==> config.mk <==
export PLATFORM = sky130hd
export DESIGN_NAME = keyed_slot_pool_top
export DESIGN_NICKNAME = d
export VERILOG_FILES = /design/src/design/ksp_pkg.sv /design/src/design/ksp_ctrl.sv /design/src/design/ksp_datapath.sv /design/src/design/keyed_slot_pool_top.sv
export SDC_FILE = /design/constraint.sdc
export NUM_CORES = 1
export LEC_CHECK = 0
export ABC_AREA = 1
export ABC_CLOCK_PERIOD_IN_PS = 5300
export BUFFER_PORTS_ARGS = -buffer_cell sky130_fd_sc_hd__buf_4
export CORE_UTILIZATION = 57
export DETAILED_ROUTE_END_ITERATION = 10
export PLACE_DENSITY_LB_ADDON = 0.05
export SETUP_SLACK_MARGIN = 0.02
export SYNTH_ARGS = -nofsm -noshare
export SYNTH_HDL_FRONTEND = slang
export SYNTH_HIERARCHICAL = 1
export SYNTH_SLANG_ARGS = --single-unit
==> constraint.sdc <==
create_clock -name clk -period 5.3 [get_ports clk]
set_input_delay 1.06 -clock clk [delete_from_list [all_inputs] [get_ports clk]]
set_output_delay 1.06 -clock clk [all_outputs]
set_load 0.005 [all_outputs]
==> src/design/ksp_pkg.sv <==
`timescale 1ns / 1ps
// ----------------------------------------------------------------------------
// ksp_pkg
// Shared types and constants of the keyed slot pool: transaction payloads,
// slot states, result codes and the controller/datapath command bundle.
// ----------------------------------------------------------------------------
package ksp_pkg;

  // Default pool depth
  localparam int SLOTS_DEFAULT = 16;

  // Field widths fixed by the transaction format
  localparam int OP_W    = 2;
  localparam int KEY_W   = 64;
  localparam int IDX_W   = 4;
  localparam int RES_W   = 2;

  // Operation codes
  localparam logic [OP_W-1:0] OP_ACQUIRE = 2'd0;
  localparam logic [OP_W-1:0] OP_RELEASE = 2'd1;
  localparam logic [OP_W-1:0] OP_QUERY   = 2'd2;
  localparam logic [OP_W-1:0] OP_NOP     = 2'd3;

  // Result status codes
  localparam logic [RES_W-1:0] RES_OK       = 2'd0;
  localparam logic [RES_W-1:0] RES_FULL     = 2'd1;
  localparam logic [RES_W-1:0] RES_MISMATCH = 2'd2;
  localparam logic [RES_W-1:0] RES_NOT_USED = 2'd3;

  // Per-slot state
  typedef enum logic [1:0] {
    SLOT_EMPTY = 2'd0,
    SLOT_FREE  = 2'd1,
    SLOT_USED  = 2'd2
  } slot_state_t;

  // Request transaction
  typedef struct packed {
    logic [OP_W-1:0]  operation;
    logic [KEY_W-1:0] key_hash;
    logic [IDX_W-1:0] slot_index;
  } req_t;

  // Response transaction
  typedef struct packed {
    logic [IDX_W-1:0] granted_index;
    logic             reused;
    logic [RES_W-1:0] status;
  } rsp_t;

  // Controller state
  typedef enum logic [2:0] {
    CS_IDLE,
    CS_SCAN,
    CS_LOOKUP,
    CS_SETTLE,
    CS_FINISH
  } ctrl_state_t;

  // Controller -> datapath
  typedef struct packed {
    logic load;       // capture request, clear scan trackers
    logic scan_rd;    // read slot at scan pointer, advance pointer
    logic lookup_rd;  // read slot addressed by the request
    logic commit;     // update pool, load response register
  } ksp_cmd_t;

  // Datapath -> controller
  typedef struct packed {
    logic req_acquire;  // incoming request is an acquire
    logic ptr_last;     // scan pointer is at the last slot
    logic out_free;     // response register can take a new result
  } ksp_sts_t;

endpackage

==> src/design/ksp_ctrl.sv <==
`timescale 1ns / 1ps
// ----------------------------------------------------------------------------
// ksp_ctrl
// Sequencer for the slot pool: accepts one transaction, runs either a full
// scan or a single lookup, then commits when the response register is free.
// ----------------------------------------------------------------------------
module ksp_ctrl (
  input  logic              clk,
  input  logic              rst,
  input  logic              req_valid,
  output logic              req_stall,
  input  ksp_pkg::ksp_sts_t sts,
  output ksp_pkg::ksp_cmd_t cmd
);

  ksp_pkg::ctrl_state_t state;
  ksp_pkg::ctrl_state_t state_next;

  // State register
  always_ff @(posedge clk) begin
    if (rst) begin
      state <= ksp_pkg::CS_IDLE;
    end else begin
      state <= state_next;
    end
  end

  // Next state
  always_comb begin
    state_next = state;
    case (state)
      ksp_pkg::CS_IDLE: begin
        if (req_valid) begin
          state_next = sts.req_acquire ? ksp_pkg::CS_SCAN : ksp_pkg::CS_LOOKUP;
        end
      end
      ksp_pkg::CS_SCAN: begin
        if (sts.ptr_last) begin
          state_next = ksp_pkg::CS_SETTLE;
        end
      end
      ksp_pkg::CS_LOOKUP: begin
        state_next = ksp_pkg::CS_SETTLE;
      end
      ksp_pkg::CS_SETTLE: begin
        state_next = ksp_pkg::CS_FINISH;
      end
      ksp_pkg::CS_FINISH: begin
        if (sts.out_free) begin
          state_next = ksp_pkg::CS_IDLE;
        end
      end
      default: begin
        state_next = ksp_pkg::CS_IDLE;
      end
    endcase
  end

  // Outputs
  always_comb begin
    req_stall     = (state != ksp_pkg::CS_IDLE);
    cmd.load      = (state == ksp_pkg::CS_IDLE) && req_valid;
    cmd.scan_rd   = (state == ksp_pkg::CS_SCAN);
    cmd.lookup_rd = (state == ksp_pkg::CS_LOOKUP);
    cmd.commit    = (state == ksp_pkg::CS_FINISH) && sts.out_free;
  end

endmodule

==> src/design/ksp_datapath.sv <==
`timescale 1ns / 1ps
// ----------------------------------------------------------------------------
// ksp_datapath
// Key memory, slot state flops, scan trackers, result logic and the
// response register of the slot pool.
// ----------------------------------------------------------------------------
module ksp_datapath #(
  parameter int SLOTS = ksp_pkg::SLOTS_DEFAULT
) (
  input  logic              clk,
  input  logic              rst,
  input  ksp_pkg::req_t     req,
  input  ksp_pkg::ksp_cmd_t cmd,
  output ksp_pkg::ksp_sts_t sts,
  output logic              rsp_valid,
  input  logic              rsp_stall,
  output ksp_pkg::rsp_t     rsp
);

  localparam int SLOT_W = (SLOTS > 1) ? $clog2(SLOTS) : 1;

  // Captured request
  logic [ksp_pkg::OP_W-1:0]  op_r;
  logic [ksp_pkg::KEY_W-1:0] key_r;
  logic [ksp_pkg::IDX_W-1:0] idx_r;

  // Storage: keys in memory, states in resettable flops
  logic [ksp_pkg::KEY_W-1:0] key_mem [SLOTS];
  ksp_pkg::slot_state_t      slot_state [SLOTS];

  // Read stage
  logic [SLOT_W-1:0]         ptr;
  logic [SLOT_W-1:0]         rd_addr;
  logic                      rd_en;
  logic [ksp_pkg::KEY_W-1:0] rd_key;
  ksp_pkg::slot_state_t      rd_state;
  logic [SLOT_W-1:0]         rd_slot;
  logic                      rd_valid;
  logic [ksp_pkg::KEY_W-1:0] key_eff;

  // Scan trackers
  logic              hit_found;
  logic [SLOT_W-1:0] hit_slot;
  logic              empty_found;
  logic [SLOT_W-1:0] empty_slot;

  // Commit decisions
  logic                       in_range;
  logic                       mem_we;
  logic                       state_we;
  logic [SLOT_W-1:0]          state_waddr;
  ksp_pkg::slot_state_t       state_wval;
  ksp_pkg::rsp_t              res;

  // Status to controller
  always_comb begin
    sts.req_acquire = (req.operation == ksp_pkg::OP_ACQUIRE);
    sts.ptr_last    = (ptr == SLOT_W'(SLOTS - 1));
    sts.out_free    = !rsp_valid || !rsp_stall;
  end

  // Request capture
  always_ff @(posedge clk) begin
    if (cmd.load) begin
      op_r  <= req.operation;
      key_r <= req.key_hash;
      idx_r <= req.slot_index;
    end
  end

  // Scan pointer
  always_ff @(posedge clk) begin
    if (rst) begin
      ptr <= '0;
    end else if (cmd.load) begin
      ptr <= '0;
    end else if (cmd.scan_rd) begin
      ptr <= ptr + SLOT_W'(1);
    end
  end

  assign rd_en   = cmd.scan_rd || cmd.lookup_rd;
  assign rd_addr = cmd.scan_rd ? ptr : SLOT_W'(idx_r);

  // Key memory: one write port, one registered read port
  always_ff @(posedge clk) begin
    if (mem_we) begin
      key_mem[empty_slot] <= key_r;
    end
    if (rd_en) begin
      rd_key <= key_mem[rd_addr];
    end
  end

  // Slot state flops
  always_ff @(posedge clk) begin
    if (rst) begin
      for (int i = 0; i < SLOTS; i++) begin
        slot_state[i] <= ksp_pkg::SLOT_EMPTY;
      end
    end else if (state_we) begin
      slot_state[state_waddr] <= state_wval;
    end
  end

  // Registered state read alongside the key read
  always_ff @(posedge clk) begin
    if (rd_en) begin
      rd_state <= slot_state[rd_addr];
      rd_slot  <= rd_addr;
    end
  end

  always_ff @(posedge clk) begin
    if (rst) begin
      rd_valid <= 1'b0;
    end else begin
      rd_valid <= rd_en;
    end
  end

  // Never-claimed slots hold key zero
  assign key_eff = (rd_state == ksp_pkg::SLOT_EMPTY) ? '0 : rd_key;

  // Scan trackers: lowest free slot with matching key, lowest empty slot
  always_ff @(posedge clk) begin
    if (rst || cmd.load) begin
      hit_found   <= 1'b0;
      empty_found <= 1'b0;
    end else if (rd_valid && (op_r == ksp_pkg::OP_ACQUIRE)) begin
      if (!hit_found && (rd_state == ksp_pkg::SLOT_FREE) && (rd_key == key_r)) begin
        hit_found <= 1'b1;
        hit_slot  <= rd_slot;
      end
      if (!empty_found && (rd_state == ksp_pkg::SLOT_EMPTY)) begin
        empty_found <= 1'b1;
        empty_slot  <= rd_slot;
      end
    end
  end

  assign in_range = (32'(idx_r) < SLOTS);

  // Result and pool update
  always_comb begin
    mem_we            = 1'b0;
    state_we          = 1'b0;
    state_waddr       = SLOT_W'(idx_r);
    state_wval        = ksp_pkg::SLOT_USED;
    res.granted_index = idx_r;
    res.reused        = 1'b0;
    res.status        = ksp_pkg::RES_OK;
    case (op_r)
      ksp_pkg::OP_ACQUIRE: begin
        if (hit_found) begin
          state_we          = cmd.commit;
          state_waddr       = hit_slot;
          res.granted_index = ksp_pkg::IDX_W'(hit_slot);
          res.reused        = 1'b1;
        end else if (empty_found) begin
          mem_we            = cmd.commit;
          state_we          = cmd.commit;
          state_waddr       = empty_slot;
          res.granted_index = ksp_pkg::IDX_W'(empty_slot);
        end else begin
          res.granted_index = '0;
          res.status        = ksp_pkg::RES_FULL;
        end
      end
      ksp_pkg::OP_RELEASE: begin
        if (!in_range) begin
          res.status = ksp_pkg::RES_NOT_USED;
        end else if (key_eff != key_r) begin
          res.status = ksp_pkg::RES_MISMATCH;
        end else if (rd_state == ksp_pkg::SLOT_EMPTY) begin
          res.status = ksp_pkg::RES_NOT_USED;
        end else begin
          state_we   = cmd.commit;
          state_wval = ksp_pkg::SLOT_FREE;
        end
      end
      ksp_pkg::OP_QUERY: begin
        if (!in_range) begin
          res.status = ksp_pkg::RES_NOT_USED;
        end else if (key_eff != key_r) begin
          res.status = ksp_pkg::RES_MISMATCH;
        end else if (rd_state != ksp_pkg::SLOT_USED) begin
          res.status = ksp_pkg::RES_NOT_USED;
        end
      end
      default: begin
        // no-op: echo index, status ok
      end
    endcase
  end

  // Response register
  always_ff @(posedge clk) begin
    if (rst) begin
      rsp_valid <= 1'b0;
    end else if (cmd.commit) begin
      rsp_valid <= 1'b1;
    end else if (!rsp_stall) begin
      rsp_valid <= 1'b0;
    end
  end

  always_ff @(posedge clk) begin
    if (cmd.commit) begin
      rsp <= res;
    end
  end

endmodule

==> src/design/keyed_slot_pool_top.sv <==
`timescale 1ns / 1ps
// ----------------------------------------------------------------------------
// keyed_slot_pool_top
// Pool of keyed slots: acquire by key (reuse or claim), release and query.
//
//   channel | signals                  | direction | payload
//   --------+--------------------------+-----------+---------------------
//   req     | req_valid / req_stall    | in        | ksp_pkg::req_t
//   rsp     | rsp_valid / rsp_stall    | out       | ksp_pkg::rsp_t
//
// Acquire passes through scan, settle, commit and idle; the scan
// reads one slot per cycle through the single read port of the key memory.
// Release, query and the no-op pass through lookup, settle, commit and idle.
// Reset clears slot states at once; no clearing pass, keys of never-claimed
// slots read as zero. A stalled response holds; the next request is taken
// while it waits, and its commit waits only for the response register.
// ----------------------------------------------------------------------------
module keyed_slot_pool_top #(
  parameter int SLOTS = ksp_pkg::SLOTS_DEFAULT
) (
  input  logic          clk,
  input  logic          rst,
  input  logic          req_valid,
  output logic          req_stall,
  input  ksp_pkg::req_t req,
  output logic          rsp_valid,
  input  logic          rsp_stall,
  output ksp_pkg::rsp_t rsp
);

  ksp_pkg::ksp_cmd_t cmd;
  ksp_pkg::ksp_sts_t sts;

  // Sequencer
  ksp_ctrl u_ctrl (
    .clk       (clk),
    .rst       (rst),
    .req_valid (req_valid),
    .req_stall (req_stall),
    .sts       (sts),
    .cmd       (cmd)
  );

  // Storage and result logic
  ksp_datapath #(
    .SLOTS (SLOTS)
  ) u_dp (
    .clk       (clk),
    .rst       (rst),
    .req       (req),
    .cmd       (cmd),
    .sts       (sts),
    .rsp_valid (rsp_valid),
    .rsp_stall (rsp_stall),
    .rsp       (rsp)
  );

endmodule

* Word-level counts from Yosys, hierarchy flattened
Memory sizes are Yosys's and may differ from the RTL's. A register that Yosys moved wholly into a read port is not among the register bits.
Index checks and enable logic that the tools add are counted.
** Word-level totals
- Memory bits (writable) :: 1056
- Bits in latches :: 0
- Bits of input ports :: 74
- Memories :: 2
- Memory bits (read-only) :: 0
- Register bits after elaboration :: 100
** Memories
- u_dp.key_mem :: words 16, width 64, rd ports 1, clocked after memory_dff 1, wr ports 1, RTL line ksp_datapath.sv:28 : logic [ksp_pkg::KEY_W-1:0] key_mem [SLOTS];
- u_dp.slot_state :: words 16, width 2, rd ports 1, clocked after memory_dff 1, wr ports 16, RTL line ksp_datapath.sv:29 : ksp_pkg::slot_state_t slot_state [SLOTS];
** Cells by class
- Reductions and logical operators :: 25
- $mul :: 0
- Bitwise logic cells :: 1
- Div/mod/pow operators :: 0
- Mux-type cells :: 43
- Eq/ne operators :: 15
- Magnitude comparators :: 0
- Add/subtract/negate cells :: 1
- Shift-type cells :: 0
** Operator list (number)
- $eq 64x64->1 :: 1
- $mux 64 :: 1
- $ne 64x64->1 :: 1
- $mux 4 :: 7
- $mux 2 :: 10
- $mux 1 :: 18
- $pmux 3 s5 :: 1
- $mux 3 :: 3
- $reduce_and 3->1 :: 3
- $eq 3x2->1 const B :: 2
- $logic_and 1x1->1 :: 6
- $logic_not 2->1 :: 3
- $ne 2x2->1 const B :: 3
- $pmux 2 s3 :: 1
- $mux 5 :: 1
- $add 4x1->4 const B :: 1
- $eq 2x1->1 const B :: 2
- $eq 4x4->1 const B :: 1
- $logic_not 1->1 :: 4
- $ne 2x1->1 const B :: 2
- $reduce_and 2->1 :: 2
- $reduce_or 2->1 :: 2
- $eq 3x1->1 const B :: 1
- $eq 3x3->1 const B :: 1
- other kinds (6) :: 8

* Logic depth before layout (Yosys ltp)
- Depth in word-level cells :: 11
- Mapped depth :: 17
- Gate-level depth less buffers :: 15

* By module
Netlist, hierarchy kept.
** By module, submodules not included
- ksp_datapath :: area an instance 49839.0 um^2, seq. area each 36525.0 um^2, cells each 4011, instances 1
- ksp_ctrl :: area an instance 229.0 um^2, seq. area each 60.1 um^2, cells each 32, instances 1

* Worst setup path before layout
No wires, ideal clock.
- Path kind :: in2reg
- From :: in rsp_stall
- To :: mem u_dp/key_mem[0][0] (netlist name) (enable)
- Data required time :: 4.813 ns
- Arrival time :: 5.217 ns
- Library setup time :: 0.487 ns
- Stages on the path :: 7
- Setup slack :: -0.404 ns
- Path through :: nand2_1 inv_1 nor3_1 inv_1 nor4_1 nand3_1 nor2_1
** RTL lines
- start: declaration :: RTL line keyed_slot_pool_top.sv:27 : input logic rsp_stall,
- end: declaration :: RTL line ksp_datapath.sv:28

==> results.yml <==
status:
  status: "completed"
synthesis:
  synthesis.area_um2: 50070
  syn_nets: 4118
  ys_warn_count: 6
  ys_types: 39
  synth-edff-count: 1211
  seq_area_frac_synth_pct: 73.07
  avgSynthCellArea_um2: 12.38
  yosysTopAreaCell: "edfxtp_1"
  synth-seq-cells: 1222
  synth_flop_cell: "edfxtp_1"
  synth_most_common_cell: "edfxtp_1"
  synthTopCellsByCount: "edfxtp_1 (1211), inv_1 (611), nand2_1 (507), o21ai_0 (353), nand3_1 (322)"
  yosys-top-cells-area: "edfxtp_1 (73%), inv_1 (4.6%), o211ai_1 (4.0%), nand2_1 (3.8%), o21ai_0 (3.5%)"
  synth_cells: 4043
  synthArstFlopShare_pct: 0
  synthDominantCellAreaShare_pct: 72.63
power:
  ir_drop_mv: 0.3405
  internal_power_w: 0.01790
  p_sw_share_pct: 29.77
  seqPwrFrac_pct: 46.3
  power_switching_w: 0.007589
  combPwrFrac_pct: 19.6
  pwr-share-clk_pct: 34.1
  p_per_area_nw_per_um2: 451.0
  p_leak_nw: 20.89
die:
  die_w_um: 298.4
  ios: 83
  die_y_um: 298.4
  design.die.area_um2: 89030
  start_util_pct: 57.62
  core-area_um2: 86890
  rows: 108
layout:
  drive_above_1_share_pct: 9.858
  num_antenna_cells: 0
  seqCellArea_um2: 36590
  multi_input_area_um2: 10390
  fin_area_um2: 56520
  final_nets: 4216
  fill_cells: 6424
  area_growth_pct: 12.88
placed_design:
  place.gp.congestion: 0.8997
  hpwl_um: 68050
  dp_slack_ns: 1.412
  placed_area_um2: 52430
  io_buffers: 82
sta:
  period_needed_ns: 3.707
  hold_viol_final: 0
  tightest_slew_ns: 1.118
  timing.setup.tns_ns: 0
  max_freq_mhz: 269.7
  finalSetupViolations: 0
  rsz0062_at_grt: "false"
  min_period_over_period_pct: 69.95
  slew_viol_final: 0
  fin_ws_ns: 1.593
  slew_headroom_pct: 25.42
  fin_skew_ns: 0.02341
clocking:
  clk_pin_slew_ns: 0.06
  cts_setup_buffers: 0
  postCtsHoldBufs: 0
  clockRootBuffer: "clkbuf_16"
  cts_max_level: 4
  cts-buffers-inserted: 131
  cts_sinks: 1222
  clk_path_buf_depth: 3
  cts_tree: "built"
  post_cts_resized: 0
  clock_latency_ns: 0.74
route:
  wire_per_inst_um: 21.84
  drt-total-wl_um: 117800
  routed.top_layer: "met4"
  wirelength_met1_um: 49750
  drt_iter0_drc: 2954
  viasPerCell: 5.715
  drc_errors: 0
  via_count: 30830
  dr.pass1.iters: 6
  met3_wirelength_um: 7540
  met2_length_um: 56970
  antenna_left: 0
global_routing:
  grt_pass1_vias: 29298
  grt_max_degree: 153
  track_usage_pct: 26.80
  grt_pass1_wl_um: 177900
  grt.overflow.total: 0
  antenna_found_initial: 0
setup_path:
  crit_required_ns: 5.77
  endpoint_kind: "flip-flop"
  start_kind: "flip-flop"
  crit_type: "flip-flop to flip-flop"
  cp_max_fo: 62
  arrival_ns: 4.17
min_path:
  hold_path.class: "flip-flop to flip-flop"
flow_run:
  drv_cap: 0
## per-layer routing
| layer | track usage, % | vias up |
|---|---|---|
| met1 | 36.30 | 15025 |
| li1 | - | 14536 |
| met5 | 0 | - |
| met3 | 4.631 | 227 |
| met4 | 10.05 | 0 |
| met2 | 43.80 | 1042 |
## per-stage QoR
step	hold slack [ns]	std cells	utilization, %	power (W)
3_3_place_gp	0.4244	5163	60.34	0.01689
5_1_grt	0.4584	5395	65.05	0.02656
3_5_place_dp	0.4338	5163	60.34	0.01695
6_report	0.4491	5395	65.05	0.02549
2_1_floorplan	0.4215	4043	-	0.01515
4_1_cts	0.4470	5395	65.05	0.02562
## worst max-delay path, stage by stage, from the launching register on
cell and delay [ns]:
dfxtp_1 0.42, inv_2 0.07, nor3_2 0.76, o21a_4 0.92
buf_12 0.30, buf_12 0.25, mux2i_1 0.22, o21ai_0 0.17
o211ai_1 0.21, nand2_1 0.07
## final timing paths
kind	start	endpoint	slack, ns	cells past startpoint
setup / recovery	u_ctrl/state[0]	u_dp/rd_key[40]	1.59	9
hold / removal	u_dp/rd_slot[1]	u_dp/hit_slot[1]	0.45	0
setup reg to reg	u_ctrl/state[0]	u_dp/rd_key[40]	1.59	9
hold reg to reg	u_dp/rd_slot[1]	u_dp/hit_slot[1]	0.45	0
## sequential cells by signal, indices dropped and copies added (netlist names)
signal / flops
u_dp/hit_found: 1
u_dp/key_mem: 1024
u_dp/hit_slot: 4
u_dp/rd_key: 64
u_dp/rd_state: 2
u_dp/op_r: 2
u_dp/slot_state: 32
u_dp/empty_found: 1
u_dp/key_r: 64
u_dp/empty_slot: 4
u_ctrl/state: 3
u_dp/ptr: 4
u_dp/rsp_valid: 1
u_dp/rd_valid: 1
u_dp/rd_slot: 4
u_dp/idx_r: 4
u_dp/rsp: 7
## logic make-up after synthesis
| logic type | count (synthesis) | synth area share (%) |
|---|---|---|
| AND/OR/NAND/NOR | 1022 | 8.889 |
| buffers and inverters | 838 | 6.537 |
| flip-flops | 1222 | 73.07 |
| multiplexers | 49 | 0.9796 |
| adder cells (fa/ha/maj) | 1 | 0.02499 |
| AO/OA/AOI/OAI | 911 | 10.50 |
## placed cells by master (no fill, tap or decap), types with 28 or more instances in the layout
master | netlist | layout
o211ai_1 | 268 | 268
nand3_1 | 322 | 322
nor2_1 | 135 | 118
inv_1 | 611 | 609
clkinv_1 | 0 | 33
o21ai_0 | 353 | 352
edfxtp_1 | 1211 | 1211
clkbuf_16 | 0 | 137
clkbuf_1 | 121 | 28
nand2_1 | 507 | 506
a21oi_1 | 276 | 276
mux2i_1 | 49 | 49
buf_4 | 5 | 163
## power by group through the flow
stage	Sequential, W	Combinational (W)	Clock [W]
finish	0.0118	0.00501	0.00869
global route	0.0118	0.00553	0.00920
CTS	0.0118	0.00500	0.00883
detailed placement	0.0120	0.00497	0
global placement	0.0120	0.00490	0
floorplan	0.0118	0.00333	0
## cell type report
cell class,instances,area share [%]
well taps,1155,2.557
inverters,617,4.120
flip-flops and latches,1222,64.73
multi-input cells,1983,18.38
repair buffers,186,2.980
clock buffers,166,6.276
clock inverters,66,0.9542
No activity file was read; power rests on OpenSTA's default activity.
